==> src/hdl/ctb_pkg.sv <==
// ----------------------------------------------------------------------------
// Combining tree barrier package
// Shared widths, the node step and result records, and the tree size helper.
// ----------------------------------------------------------------------------
package ctb_pkg;

  localparam int unsigned IdW      = 6;
  localparam int unsigned TcW      = 7;
  localparam int unsigned TopW     = 6;
  localparam int unsigned CntW     = 2;
  localparam int unsigned IdxW     = TcW + 1;
  localparam int unsigned InDataW  = 8;
  localparam int unsigned OutDataW = 8;
  localparam int unsigned ResetCount = 64;

  typedef logic [IdxW-1:0] idx_t;
  typedef logic [CntW-1:0] cnt_t;

  typedef struct packed {
    cnt_t wr_cnt;
    logic fill;
    logic rel;
    idx_t parent;
    idx_t base_n;
    idx_t span_n;
  } step_t;

  typedef struct packed {
    logic [TopW-1:0] top_node;
    logic            sense_after;
    logic            released;
  } result_t;

  function automatic idx_t pow2_ceil(logic [TcW-1:0] v);
    idx_t n;
    n = idx_t'(1);
    for (int i = 0; i < TcW; i++) begin
      if (n < {1'b0, v}) begin
        n = n << 1;
      end
    end
    return n;
  endfunction

endpackage

==> src/hdl/ctb_node_unit.sv <==
// ----------------------------------------------------------------------------
// Combining tree barrier node unit
// Increments one node counter, checks it against the node quota and forms
// the parent node and its thread span for the next level.
// ----------------------------------------------------------------------------
module ctb_node_unit (
  input  ctb_pkg::idx_t           node_i,
  input  ctb_pkg::idx_t           base_i,
  input  ctb_pkg::idx_t           span_i,
  input  logic [ctb_pkg::TcW-1:0] live_i,
  input  ctb_pkg::cnt_t           cnt_i,
  input  logic                    cnt_vld_i,
  output ctb_pkg::step_t          step_o
);
  import ctb_pkg::*;

  idx_t          upper;
  idx_t          span_n;
  cnt_t          cnt_prev;
  cnt_t          quota;
  logic [CntW:0] inc;

  // A node on the path of a live thread always has its left half in use.
  always_comb begin
    upper    = base_i + (span_i >> 1);
    quota    = (upper < {1'b0, live_i}) ? CntW'(2) : CntW'(1);
    cnt_prev = cnt_vld_i ? cnt_i : '0;
    inc      = {1'b0, cnt_prev} + (CntW+1)'(1);
    span_n   = span_i << 1;

    step_o.wr_cnt = (&cnt_prev) ? cnt_prev : inc[CntW-1:0];
    step_o.fill   = (inc == {1'b0, quota});
    step_o.rel    = step_o.fill && (node_i[IdxW-1:1] == '0);
    step_o.parent = node_i >> 1;
    step_o.span_n = span_n;
    step_o.base_n = base_i & ~(span_n - idx_t'(1));
  end

endmodule

==> src/hdl/ctb_cnt_mem.sv <==
// ----------------------------------------------------------------------------
// Combining tree barrier counter memory
// Node arrival counters with one registered read port, one write port and
// per-entry valid flags through which a single clear empties the whole tree.
// ----------------------------------------------------------------------------
module ctb_cnt_mem #(
  parameter int unsigned AddrW = 6
) (
  input  logic           clk_i,
  input  logic           rst_ni,
  input  logic [AddrW-1:0] rd_addr_i,
  input  logic           wr_en_i,
  input  logic [AddrW-1:0] wr_addr_i,
  input  ctb_pkg::cnt_t  wr_data_i,
  input  logic           clr_i,
  output ctb_pkg::cnt_t  rd_data_o,
  output logic           rd_vld_o
);
  import ctb_pkg::*;

  localparam int unsigned Depth = 1 << AddrW;

  cnt_t             mem_q [Depth];
  cnt_t             rd_data_q;
  logic [Depth-1:0] vld_q;
  logic             rd_vld_q;

  always_ff @(posedge clk_i) begin
    if (wr_en_i) begin
      mem_q[wr_addr_i] <= wr_data_i;
    end
    rd_data_q <= mem_q[rd_addr_i];
  end

  always_ff @(posedge clk_i or negedge rst_ni) begin
    if (!rst_ni) begin
      vld_q    <= '0;
      rd_vld_q <= 1'b0;
    end else begin
      rd_vld_q <= vld_q[rd_addr_i];
      if (clr_i) begin
        vld_q <= '0;
      end else if (wr_en_i) begin
        vld_q[wr_addr_i] <= 1'b1;
      end
    end
  end

  assign rd_data_o = rd_data_q;
  assign rd_vld_o  = rd_vld_q;

endmodule

==> src/hdl/combining_tree_barrier.sv <==
// ----------------------------------------------------------------------------
// Combining tree barrier
// Sense-reversing barrier over a binary combining tree of arrival counters.
// ----------------------------------------------------------------------------
// Each word on the slave stream is one thread arrival. The arrival enters its
// leaf node and climbs one tree level per cycle through a shared node unit
// while each node fills its quota. When the root fills, all counters clear
// and the sense bit flips. One result word per arrival leaves on the master
// stream with the release flag, the new sense and the highest node touched.
// An arrival is accepted in the idle state, climbs the tree in the climb
// state, paced by the single node unit and counter memory port, and then
// hands its result to the output register from the done state. An
// arrival whose thread id is not below the count skips the climb. The
// block takes one arrival at a time; s_axis_tready is low while it works
// and while a thread count write is offered.
// The thread count register is written over the cfg channel while the block
// is idle; a write clears all counters and sets the sense to one.
// Reset gives a thread count of 64, cleared counters and sense one.
// When the receiver stalls, the result holds in the output register and the
// next arrival is still accepted; its result waits until the register frees.
// ----------------------------------------------------------------------------
module combining_tree_barrier #(
  parameter int unsigned MAX_THREADS = 64
) (
  input  logic                         clk_i,
  input  logic                         rst_ni,
  input  logic                         cfg_valid_i,
  output logic                         cfg_ready_o,
  input  logic [ctb_pkg::TcW-1:0]      cfg_data_i,
  input  logic                         s_axis_tvalid,
  output logic                         s_axis_tready,
  // Fields from bit 0: thread_id[5:0], zero padding[7:6].
  input  logic [ctb_pkg::InDataW-1:0]  s_axis_tdata,
  output logic                         m_axis_tvalid,
  input  logic                         m_axis_tready,
  // Fields from bit 0: released[0], sense_after[1], top_node[7:2].
  output logic [ctb_pkg::OutDataW-1:0] m_axis_tdata
);
  import ctb_pkg::*;

  localparam int unsigned MaxLog = $clog2(MAX_THREADS);
  localparam int unsigned NodeW  = (MaxLog < TcW) ? MaxLog : TcW;
  localparam int unsigned CountTop = (1 << TcW) - 1;
  localparam logic [TcW-1:0] LiveMax =
    TcW'((MAX_THREADS > CountTop) ? CountTop : MAX_THREADS);
  localparam logic [TcW-1:0] ResetLive =
    TcW'((MAX_THREADS < ResetCount) ? MAX_THREADS : ResetCount);

  typedef enum logic [1:0] {
    StIdle,
    StClimb,
    StDone
  } state_e;

  state_e           state_q;
  logic [TcW-1:0]   live_q;
  idx_t             size_q;
  logic             sense_q;
  idx_t             node_q;
  idx_t             base_q;
  idx_t             span_q;
  result_t          res_q;
  result_t          out_q;
  logic             out_vld_q;

  logic [IdW-1:0]   thread_id;
  logic [TcW-1:0]   live_d;
  logic             in_acc;
  logic             cfg_acc;
  logic             id_ok;
  idx_t             leaf;
  idx_t             rd_node;
  logic             mem_clr;
  logic             out_load;
  cnt_t             rd_cnt;
  logic             rd_vld;
  step_t            step;

  assign thread_id = s_axis_tdata[IdW-1:0];
  assign in_acc    = s_axis_tvalid && s_axis_tready;
  assign cfg_acc   = cfg_valid_i && cfg_ready_o;
  assign id_ok     = {1'b0, thread_id} < {1'b0, live_q};
  assign leaf      = (idx_t'(thread_id) + size_q) >> 1;
  assign rd_node   = (state_q == StIdle) ? leaf : step.parent;
  assign mem_clr   = cfg_acc || ((state_q == StClimb) && step.rel);
  assign out_load  = (state_q == StDone) && (!out_vld_q || m_axis_tready);

  always_comb begin
    if (cfg_data_i == '0) begin
      live_d = TcW'(1);
    end else if (cfg_data_i > LiveMax) begin
      live_d = LiveMax;
    end else begin
      live_d = cfg_data_i;
    end
  end

  ctb_cnt_mem #(
    .AddrW(NodeW)
  ) u_cnt_mem (
    .clk_i    (clk_i),
    .rst_ni   (rst_ni),
    .rd_addr_i(rd_node[NodeW-1:0]),
    .wr_en_i  (state_q == StClimb),
    .wr_addr_i(node_q[NodeW-1:0]),
    .wr_data_i(step.wr_cnt),
    .clr_i    (mem_clr),
    .rd_data_o(rd_cnt),
    .rd_vld_o (rd_vld)
  );

  ctb_node_unit u_node_unit (
    .node_i   (node_q),
    .base_i   (base_q),
    .span_i   (span_q),
    .live_i   (live_q),
    .cnt_i    (rd_cnt),
    .cnt_vld_i(rd_vld),
    .step_o   (step)
  );

  always_ff @(posedge clk_i or negedge rst_ni) begin
    if (!rst_ni) begin
      state_q   <= StIdle;
      live_q    <= ResetLive;
      size_q    <= pow2_ceil(ResetLive);
      sense_q   <= 1'b1;
      node_q    <= '0;
      base_q    <= '0;
      span_q    <= '0;
      res_q     <= '0;
      out_q     <= '0;
      out_vld_q <= 1'b0;
    end else begin
      if (out_load) begin
        out_q     <= res_q;
        out_vld_q <= 1'b1;
      end else if (m_axis_tready) begin
        out_vld_q <= 1'b0;
      end
      unique case (state_q)
        StIdle: begin
          if (cfg_acc) begin
            live_q  <= live_d;
            size_q  <= pow2_ceil(live_d);
            sense_q <= 1'b1;
          end
          if (in_acc) begin
            if (id_ok) begin
              node_q  <= leaf;
              base_q  <= idx_t'({thread_id[IdW-1:1], 1'b0});
              span_q  <= idx_t'(2);
              state_q <= StClimb;
            end else begin
              res_q.released    <= 1'b0;
              res_q.sense_after <= sense_q;
              res_q.top_node    <= '0;
              state_q           <= StDone;
            end
          end
        end
        StClimb: begin
          if (step.fill && !step.rel) begin
            node_q <= step.parent;
            base_q <= step.base_n;
            span_q <= step.span_n;
          end else begin
            res_q.released    <= step.rel;
            res_q.sense_after <= sense_q ^ step.rel;
            res_q.top_node    <= node_q[TopW-1:0];
            if (step.rel) begin
              sense_q <= ~sense_q;
            end
            state_q <= StDone;
          end
        end
        StDone: begin
          if (out_load) begin
            state_q <= StIdle;
          end
        end
        default: begin
          state_q <= StIdle;
        end
      endcase
    end
  end

  assign s_axis_tready = (state_q == StIdle) && !cfg_valid_i;
  assign cfg_ready_o   = (state_q == StIdle);
  assign m_axis_tvalid = out_vld_q;
  assign m_axis_tdata  = out_q;

endmodule

==> config.mk <==
export PLATFORM = sky130hd
export DESIGN_NAME = combining_tree_barrier
export DESIGN_NICKNAME = d
export VERILOG_FILES = /design/src/hdl/ctb_pkg.sv /design/src/hdl/ctb_node_unit.sv /design/src/hdl/ctb_cnt_mem.sv /design/src/hdl/combining_tree_barrier.sv
export SDC_FILE = /design/constraint.sdc
export NUM_CORES = 1
export LEC_CHECK = 0
export BUFFER_PORTS_ARGS = -buffer_cell sky130_fd_sc_hd__buf_2
export CAP_MARGIN = 20
export CORE_ASPECT_RATIO = 1.4
export CORE_UTILIZATION = 47
export DETAILED_ROUTE_END_ITERATION = 10
export SYNTH_ARGS = -nofsm -noshare
export SYNTH_HDL_FRONTEND = slang
export SYNTH_HIERARCHICAL = 1
export SYNTH_SLANG_ARGS = --single-unit
==> constraint.sdc <==
create_clock -name clk_i -period 4.6 [get_ports clk_i]
set_input_delay 0.46 -clock clk_i [delete_from_list [all_inputs] [get_ports clk_i]]
set_output_delay 0.46 -clock clk_i [all_outputs]
set_load 0.005 [all_outputs]
; Yosys cells after proc, flatten, opt, wreduce, memory -nomap -nowiden
; Memories as Yosys holds them, arrays and structs flattened. A register that Yosys moved wholly into a read port is not among the register bits.
; Index checks and enable logic that the tools add are counted.
[classes]
add_sub_neg = 4
n_lt_le_gt_ge = 13
n_eq_ne = 11
n_mux = 60
n_bitwise = 5
n_reduce_logical = 25
[op_table]
columns = cell, n
row1 = 2-to-1 mux 8 bit, 30
row2 = 2-to-1 mux 64 bit, 2
row3 = OR 64 bit, 1
row4 = case mux 8 bit (2 select lines), 4
row5 = < comparator 8 x 7 -> 1 bit, 7
row6 = 2-to-1 mux 2 bit, 8
row7 = logical NOT 7 bit, 2
row8 = < comparator 6 x 7 -> 1 bit (second input constant), 2
row9 = 2-to-1 mux 7 bit, 2
row10 = AND reduction 4 bit, 3
row11 = inequality test 2 bit (second input constant), 5
row12 = 2-to-1 mux 1 bit, 9
row13 = adder 6 x 8 -> 8 bit, 1
row14 = adder 8 x 7 -> 8 bit, 1
row15 = bitwise AND 8 bit, 1
row16 = logical AND 1 bit, 8
row17 = inverter 8 bit, 1
row18 = subtractor 8 x 1 -> 8 bit (second input constant), 1
row19 = > comparator 7 bit (second input constant), 1
row20 = < comparator 1 x 7 -> 1 bit (first input constant), 1
row21 = < comparator 6 x 7 -> 1 bit, 1
row22 = binary-select mux 1 bit (select 6 bit), 1
row23 = demux 1 bit (select 6 bit), 1
row24 = >= comparator 6 x 1 -> 1 bit (second input constant), 1
row25 = other kinds (16), 24
[totals]
reg_bits = 124
ramBits = 128
inputBits = 20
memories = 1
[memory_table]
columns = name, depth, width, read_ports, rd_clocked_by_memory_dff, write_ports, line_no
row1 = u_cnt_mem.mem_q, 64, 2, 1, 1, 1, ctb_cnt_mem.sv:23  ; cnt_t mem_q [Depth];

; Logic depth before layout (Yosys ltp)
; Gate-level depths: netlist of run 1.
[depth]
word_depth = 29
ltp_mapped = 45
depth_no_buf = 41

; Cells and area by module
; Netlist of run 1, hierarchy kept.
[modules_own_cells]
columns = module, instances, cells_per_inst, area_each_um2, seq_area_each_um2
row1 = ctb_cnt_mem, 1, 596, 8112.8, 5510.3
row2 = combining_tree_barrier, 1, 401, 3857.4, 1480.2
row3 = ctb_node_unit, 1, 108, 827.0, 0.0

; Least setup slack after synthesis of run 1
; OpenSTA, ideal clock, no wires.
[synth_path]
path_type = input port to flip-flop
from = in cfg_data_i[1] (netlist name)
to = reg size_q[1]
setup_ns = 0.135
t_arrival_ns = 9.189
t_required_ns = 4.465
setup_slack_ns = -4.725
path_stages = 39
n_path_buf = 3
path_cell_list = nor3_1 -> nand3_1 -> ha_1 -> a21oi_1 -> or3_1 -> ha_1 -> ha_1 -> inv_1 -> a221oi_1 -> o31a_2 -> clkbuf_1 -> nor2b_1 -> ha_1 -> nand2_1 -> o21a_1 -> a311o_1 -> buf_6 -> nor3b_1 -> [3 not listed] -> a2111oi_1 -> nor2_1 -> mux2i_2 -> inv_1 -> ha_1 -> a21o_1 -> a2111oi_0 -> a221o_1 -> a31o_2 -> buf_2 -> xnor2_1 -> mux2i_1 -> a31o_2 -> ha_1 -> a2111oi_0 -> a21oi_2 -> mux2i_1 -> a21oi_1
[synth_between]
elab_chain_cells = 29
elab_cells_between_ends = 30
[synth_lines]
columns = element, line_no
row1 = from (decl), combining_tree_barrier.sv:29  ; input logic [ctb_pkg::TcW-1:0] cfg_data_i,
row2 = > comparator 7 bit, combining_tree_barrier.sv:91  ; end else if (cfg_data_i > LiveMax) begin
row3 = 2-to-1 mux 7 bit, combining_tree_barrier.sv:91
row4 = 2-to-1 mux 7 bit (*), combining_tree_barrier.sv:89  ; if (cfg_data_i == '0) begin
row5 = < comparator 1 x 7 -> 1 bit, ctb_pkg.sv:38  ; if (n < {1'b0, v}) begin
row6 = 2-to-1 mux 2 bit, ctb_pkg.sv:38
row7 = 2-to-1 mux 8 bit, combining_tree_barrier.sv:143  ; if (cfg_acc) begin
row8 = 2-to-1 mux 8 bit, combining_tree_barrier.sv:141  ; unique case (state_q)
row9 = < comparator 8 x 7 -> 1 bit, ctb_pkg.sv:38
row10 = [13 not listed], -
row11 = 2-to-1 mux 8 bit, combining_tree_barrier.sv:143
row12 = 2-to-1 mux 8 bit, combining_tree_barrier.sv:141
row13 = < comparator 8 x 7 -> 1 bit, ctb_pkg.sv:38
row14 = 2-to-1 mux 8 bit, ctb_pkg.sv:38
row15 = 2-to-1 mux 8 bit, combining_tree_barrier.sv:143
row16 = 2-to-1 mux 8 bit, combining_tree_barrier.sv:141
row17 = < comparator 8 x 7 -> 1 bit, ctb_pkg.sv:38
row18 = 2-to-1 mux 8 bit (*), ctb_pkg.sv:38
row19 = to (signal assigned), combining_tree_barrier.sv:126  ; size_q <= pow2_ceil(ResetLive);
row20 = to (signal assigned), combining_tree_barrier.sv:145  ; size_q <= pow2_ceil(live_d);
row21 = to (decl), combining_tree_barrier.sv:57  ; idx_t size_q;
; Every way passes the cells marked *; elsewhere a longest branch is shown, timed or not. The select of a mux whose other input is x is not followed.
; A chain may end at the register's enable or synchronous reset.

; Worst setup path in the final report of run 1
[layout_path]
from = in cfg_data_i[2] (netlist name)
to = reg size_q[3]
; The elaborated chain is that of the path after synthesis.

==> results of run 1 <==
## final timing paths
| kind | end | slack (ns) | depth (start not counted) | startpoint |
|---|---|---|---|---|
| worst max-delay path | size_q[3] | -3.29 | 50 | cfg_data_i[2] |
| worst min-delay path | u_cnt_mem/vld_q[13] | 0.005 | 1 | rst_ni |
| worst max register to register | res_q[6] | 0.28 | 17 | base_q[0] |
| worst min register to register | u_cnt_mem/vld_q[24] | 0.50 | 2 | u_cnt_mem/vld_q[24] |
| max in group asynchronous | u_cnt_mem/vld_q[6] | 3.49 | 2 | rst_ni |
| min in group clk_i | base_q[4] | 0.30 | 3 | s_axis_tdata[4] |
## final cells by class
type | instances | share of cell area [%]
Clock buffer | 35 | 4.63
Timing Repair Buffer | 148 | 7.27
Tap cell | 365 | 3.00
Clock inverter | 13 | 0.813
Inverter | 39 | 0.994
Sequential cell | 254 | 45.9
Multi-Input combinational cell | 752 | 37.4
## logic make-up (layout without fill, tap and decap cells)
| family | after synthesis | in the layout |
|---|---|---|
| simple gates | 408 | 408 |
| flops | 254 | 254 |
| compound gates | 170 | 170 |
| mux | 101 | 101 |
| buf+inv | 101 | 235 |
| fa+ha+maj | 52 | 52 |
| xor+xnor | 18 | 18 |
| other cells | 1 | 3 |
## state kept, by name, summed over array words and instances (netlist names)
signal	cells
size_q	8
m_axis_tdata	8
m_axis_tvalid	1
node_q	8
base_q	8
state_q	2
sense_q	1
u_cnt_mem/mem_q	128
u_cnt_mem/rd_data_o	2
live_q	7
res_q	8
u_cnt_mem/rd_vld_o	1
span_q	8
u_cnt_mem/vld_q	64
## where the power goes
part | internal (mW) | switching, mW
combinational | 1.64 | 2.32
clock | 1.19 | 0.865
sequential | 2.76 | 0.251
total | 5.59 | 3.44
## worst max-delay path: cells and delay by family
family / cells / cell delay (ns)
xor gates and xnor gates: 1 / 0.11
and+or+nand+nor: 3 / 0.62
buffers and inverters: 26 / 3.05
adders and majority gates: 5 / 1.16
AOI/OAI and AO/OA: 12 / 2.37
muxes: 3 / 0.49
## layer usage
metal	GRT usage, %	up-vias	wire length, um
li1	-	4199	-
met1	28.6	4432	12500
met2	42.9	223	16800
met3	2.47	64	1300
met4	7.73	0	884
met5	0	-	0
## what timing repair did
item	4_1_cts	5_1_grt
gates cloned	0	0
setup endpoints to repair	8	15
gates resized for setup	9	11
buffers inserted	35	5
pin swaps	22	15
## placed cells by master, fill, tap and decap left out, types with 4 or more instances in the layout
cell / netlist / final
a211oi_2: 2 / 5
a21o_1: 12 / 12
a21oi_1: 19 / 17
a22o_1: 19 / 19
a22oi_1: 8 / 8
and2_1: 8 / 8
buf_12: 0 / 4
buf_2: 7 / 26
buf_4: 20 / 115
clkbuf_1: 26 / 7
clkbuf_16: 0 / 26
clkinv_1: 2 / 5
clkinv_2: 0 / 5
dfrtp_1: 121 / 121
edfxtp_1: 128 / 128
ha_1: 50 / 41
ha_4: 0 / 8
inv_1: 37 / 35
mux2_2: 13 / 12
mux2i_1: 52 / 49
mux2i_2: 2 / 4
mux4_2: 32 / 32
nand2_1: 82 / 78
nand2_2: 0 / 4
nand2b_1: 10 / 10
nand3_1: 26 / 25
nand3b_1: 6 / 6
nand4_1: 6 / 6
nor2_1: 224 / 223
nor2b_1: 10 / 9
nor3_1: 11 / 10
nor4_1: 4 / 4
o21a_1: 4 / 4
o21ai_0: 40 / 33
o21ai_1: 7 / 8
o22ai_1: 10 / 10
or2_2: 4 / 4
or3_1: 6 / 5
xnor2_1: 14 / 13
==> flow_summary.yaml, run 1 <==
timing:
  slew_viol_final: 0
  tns_ns: -25.89
  hold_ws_ns: 0.00530
  rsz0062_at_grt: "yes"
  hold_violations: 0
  period_minus_slack_ns: 7.89
  maxSlewHeadroom_pct: 37.1
  setup_slack_ns: -3.29
  finalCritPeriodShare_pct: 172
  fmax_mhz: 127
  clock_skew_ns: 0.0238
  worst_pin_slew_ns: 0.944
  setup_viol: 8
worst_setup_path:
  crit_type: "in -> reg"
  startpoint_type: "input port"
  path_common_cell: "buf_4"
  crit_fanout: 8
  worst_ep_arrival_time_ns: 8.29
  cp.required_ns: 4.99
  slowest_delay_ns: 0.38
  cp-end-kind: "flop"
  cpMaxStageDelayCell: "o31a_2"
clocking:
  clk_pin_slew_worst_paths_ns: 0.06
  cts-buffers-inserted: 26
  postCtsHoldBufs: 0
  root_buffer: "clkbuf_16"
  clock-sinks: 254
  clk_latency_ns: 0.54
  cts_tree: "done"
  cts.path.max_buffers: 3
  htree_levels: 1
logic_synthesis:
  synth_top_area_cell: "edfxtp_1"
  syn-cell-area_sq_um: 12800
  synth-seq-cells: 254
  synth.cells.most_frequent: "nor2_1, edfxtp_1, dfrtp_1, nand2_1, mux2i_1"
  yosys.area_share.simple_pct: 13.8
  synthXorXnorAreaFrac_pct: 1.29
  synth_edf_count: 128
  synth_ff_type: "edfxtp_1"
  synth_top_area_share_pct: 30.0
  synth_cells: 1105
  synth_mux_area_share_pct: 11.4
  async_reset_ff_share_pct: 48.8
  synth_area_leaders: "edfxtp_1, dfrtp_1, nor2_1"
  synth.distinct_cells: 78
  yosysWarningCount: 6
  synth_compound_area_share_pct: 9.64
  yosysSeqAreaShare_pct: 54.6
  synth.most_common_cell: "nor2_1"
  yosys.area_share.adder_pct: 5.20
  postSynthAreaPerCell_sq_um: 11.6
  synth_top_family_by_area: "simple AND/OR/NAND/NOR gates"
pwr:
  p_leak_nw: 6.33
  ir_worst_vdd_mv: 0.432
  p_per_area_nw_per_um2: 593
  power.total_mw: 9.03
floorplanning:
  dieArea_sq_um: 27900
  initial_core_util_pct: 47.7
  io_pins: 31
  core_area_sq_um: 26800
  rows: 71
  die_x_um: 141
  die_h_um: 197
global_route:
  grt_remaining_overflow: 0
  grt_usage_pct: 23.4
  grt_pass1_wl_um: 49900
  grt_max_degree: 96
  grt_pass1_vias: 9127
  antenna_found_initial: 0
detailed_routing:
  drc: 0
  drt_pre_antenna_iters: 7
  drt_iter0_drc: 571
  antenna_left: 0
  vias_per_cell: 5.55
  wl_per_cell_um: 19.6
  routed_wl_um: 31500
  via_count: 8918
layout:
  final_cells: 1606
  antenna_cells: 0
  multiInputGateArea_sq_um: 5700
  area_growth_pct: 19.0
  num-fill-cells: 2362
  drive_gt1_share_pct: 25.1
  final_util_pct: 56.8
  nNetsFinal: 1293
  fin_area_sq_um: 15200
  regArea_sq_um: 6990
place:
  place_worst_setup_slack_ns: -3.88
  place_area_sq_um: 14000
  gp_congestion: 0.849
  hpwlAfterDp_um: 21400
  io_buffers: 28
  dpl.cell_count: 1518
flow_run:
  drv_cap: 0
hold_path:
  hp-class: "in -> async"
outcome:
  status: "complete, but fails checks"
  failed_checks: "setup timing"
No activity file was read; power rests on OpenSTA's default activity.
==> run 2: changes to the inputs <==
--- a/config.mk
+++ b/config.mk
@@ -10,6 +10,7 @@
 export CORE_ASPECT_RATIO = 1.4
 export CORE_UTILIZATION = 47
 export DETAILED_ROUTE_END_ITERATION = 10
+export RECOVER_POWER = 25
 export SYNTH_ARGS = -nofsm -noshare
 export SYNTH_HDL_FRONTEND = slang
 export SYNTH_HIERARCHICAL = 1
==> run 2 against run 1 <==
  * Clock power is essentially flat
  * Setup slack barely moved
  * Sequential power about the same
  * Design area barely moved
  * Critical path type unchanged
  * Clock skew down 0.0052 ns
  * Clock-buffer cell count did not move
  * Total power hardly changed
  * Die area unchanged
  * Hold slack improved by 0.29 ns
  * Sequential cell count stayed put
  * The run ends with capacitance limit, slew limit, setup timing left
  * Routed wire length is 0.15% higher
  * Largest cell class unchanged
==> flow_summary.yaml, run 2 (synthesis gave the netlist of run 1 again) <==
detailed_routing:
  via_count: 8905
  drt_iter0_drc: 571
  drt_pre_antenna_iters: 5
  wl_per_cell_um: 19.6
  drc: 0
  vias_per_cell: 5.54
  routed_wl_um: 31500
  antenna_left: 0
pwr:
  p_per_area_nw_per_um2: 593
  switchingPower_mw: 3.44
  swShare_pct: 38.1
  p_clk_share_pct: 22.7
  combPwrFrac_pct: 43.9
  power.total_mw: 9.03
  power_frac_seq_pct: 33.4
  ir_worst_vdd_mv: 0.434
  p_int_mw: 5.59
  p_leak_nw: 6.32
timing:
  worst_pin_slew_ns: 2.58
  hold_ws_ns: 0.300
  setup_viol: 8
  finalCritPeriodShare_pct: 172
  period_minus_slack_ns: 7.89
  maxSlewHeadroom_pct: -72.2
  setup_slack_ns: -3.29
  tns_ns: -25.88
  rsz0062_at_grt: "yes"
  fmax_mhz: 127
  slew_viol_final: 127
  hold_violations: 0
  clock_skew_ns: 0.0186
worst_setup_path:
  path_common_cell: "buf_4"
  crit_type: "in -> reg"
  cpMaxStageDelayCell: "o31a_2"
  cp_top_family: "buffers and inverters"
  cp.required_ns: 4.99
  slowest_delay_ns: 0.38
  cp-end-kind: "flop"
  worst_ep_arrival_time_ns: 8.28
  crit_fanout: 8
  cp_num_buf_inv: 26
  startpoint_type: "input port"
floorplanning:
  core_area_sq_um: 26800
  io_pins: 31
  rows: 71
  die_x_um: 141
  initial_core_util_pct: 47.7
  die_h_um: 197
  dieArea_sq_um: 27900
layout:
  area_growth_pct: 18.9
  num-fill-cells: 2363
  reg.largest.list: "u_cnt_mem/mem_q (128), u_cnt_mem/vld_q (64)"
  fin_area_sq_um: 15200
  largest_register_ff_count: 128
  antenna_cells: 0
  drive_gt1_share_pct: 25.0
  final_cell_mix: "nor2_1, edfxtp_1, dfrtp_1"
  nNetsFinal: 1293
  final_common_cell: "nor2_1"
  largest-register: "u_cnt_mem/mem_q"
clocking:
  cts.path.max_buffers: 3
  cts_tree: "done"
  root_buffer: "clkbuf_16"
  cts-buffers-inserted: 26
  clk_latency_ns: 0.53
  clk_pin_slew_worst_paths_ns: 0.06
  clock-sinks: 254
  htree_levels: 1
flow_run:
  drv_cap: 2
global_route:
  use_met3_pct: 2.47
  grt_max_degree: 96
  globalRouteMet1Util_pct: 28.6
  grt_remaining_overflow: 0
  grt_usage_pct: 23.4
  grt_pass1_wl_um: 49900
  grt_use_met2_pct: 42.9
  busiest_layer: "met2"
  grt_pass1_vias: 9127
  antenna_found_initial: 0
place:
  io_buffers: 28
  place_area_sq_um: 14000
  place_worst_setup_slack_ns: -3.88
  hpwlAfterDp_um: 21400
  gp_congestion: 0.849
outcome:
  failed_checks: "capacitance limit, slew limit, setup timing"
  status: "complete, but fails checks"
hold_path:
  hp-class: "in -> reg"
[run 2: cell count changes in the layout (fill, tap and decap cells not counted), sizes merged]
| cell | change |
|---|---|
| clkbuf | +2 |
| buf | -2 |
[run 2: stage by stage]
stage | cells | util (%)
global route | 1606 | 56.7
floorplan | 1107 | -
global placement | 1518 | 52.2
CTS | 1601 | 56.4
finish | 1606 | 56.7
detailed placement | 1518 | 52.2
[run 2: final cells by class]
type | instances | area [sq um] | share of cell area (%)
clock buffers | 35 | 704 | 4.63
clock inverters | 13 | 124 | 0.814
inverters | 39 | 151 | 0.995
multi-input cells | 752 | 5700 | 37.4
flip-flops and latches | 254 | 6990 | 45.9
well taps | 365 | 457 | 3.00
repair buffers | 148 | 1100 | 7.21
[run 2: what timing repair did]
action,in CTS,in global routing
gates resized for setup,9,11
hold buffers,0,0
setup endpoints to repair,8,15
setup buffers,35,5
pin swaps,22,15
[run 2: power groups by stage]
stage / sequential (mW) / clock, mW / combinational, mW
final: 3.01 / 2.05 / 3.96
after detailed placement: 3.06 / 0 / 3.91
after global placement: 3.05 / 0 / 3.87
after CTS: 3.01 / 2.09 / 3.97
after global routing: 3.05 / 2.17 / 4.32
after floorplan: 2.93 / 0 / 2.87
[run 2: metal layers]
layer	wire length, um	vias up
met5	0	-
met4	884	0
met3	1420	64
li1	-	4191
met1	12400	4422
met2	16800	228
[run 2: worst paths after layout]
kind | start | to | slack, ns | cells after the start
worst max-delay path | cfg_data_i[2] | size_q[3] | -3.29 | 50
worst min-delay path | s_axis_tdata[2] | base_q[2] | 0.30 | 3
worst max register to register | base_q[0] | res_q[6] | 0.29 | 17
worst min register to register | u_cnt_mem/vld_q[19] | u_cnt_mem/vld_q[19] | 0.50 | 2
max in group asynchronous | rst_ni | u_cnt_mem/vld_q[6] | 1.13 | 2
min in group asynchronous | rst_ni | u_cnt_mem/vld_q[13] | 0.65 | 1
[run 2: worst register-to-register path: stages (launching register included)]
cell      delay, ns
dfrtp_1        0.39
ha_1           0.25
fa_1           0.42
a21o_1         0.20
a21oi_1        0.22
o21bai_1       0.10
a21oi_1        0.18
xnor2_1        0.09
ha_1           0.30
and3_1         0.16
o211ai_1       0.13
a311o_1        0.32
a211oi_2       0.29
nor3b_2        0.12
nor4_1         0.51
o21ai_2        0.14
buf_4          0.19
a22o_1         0.19
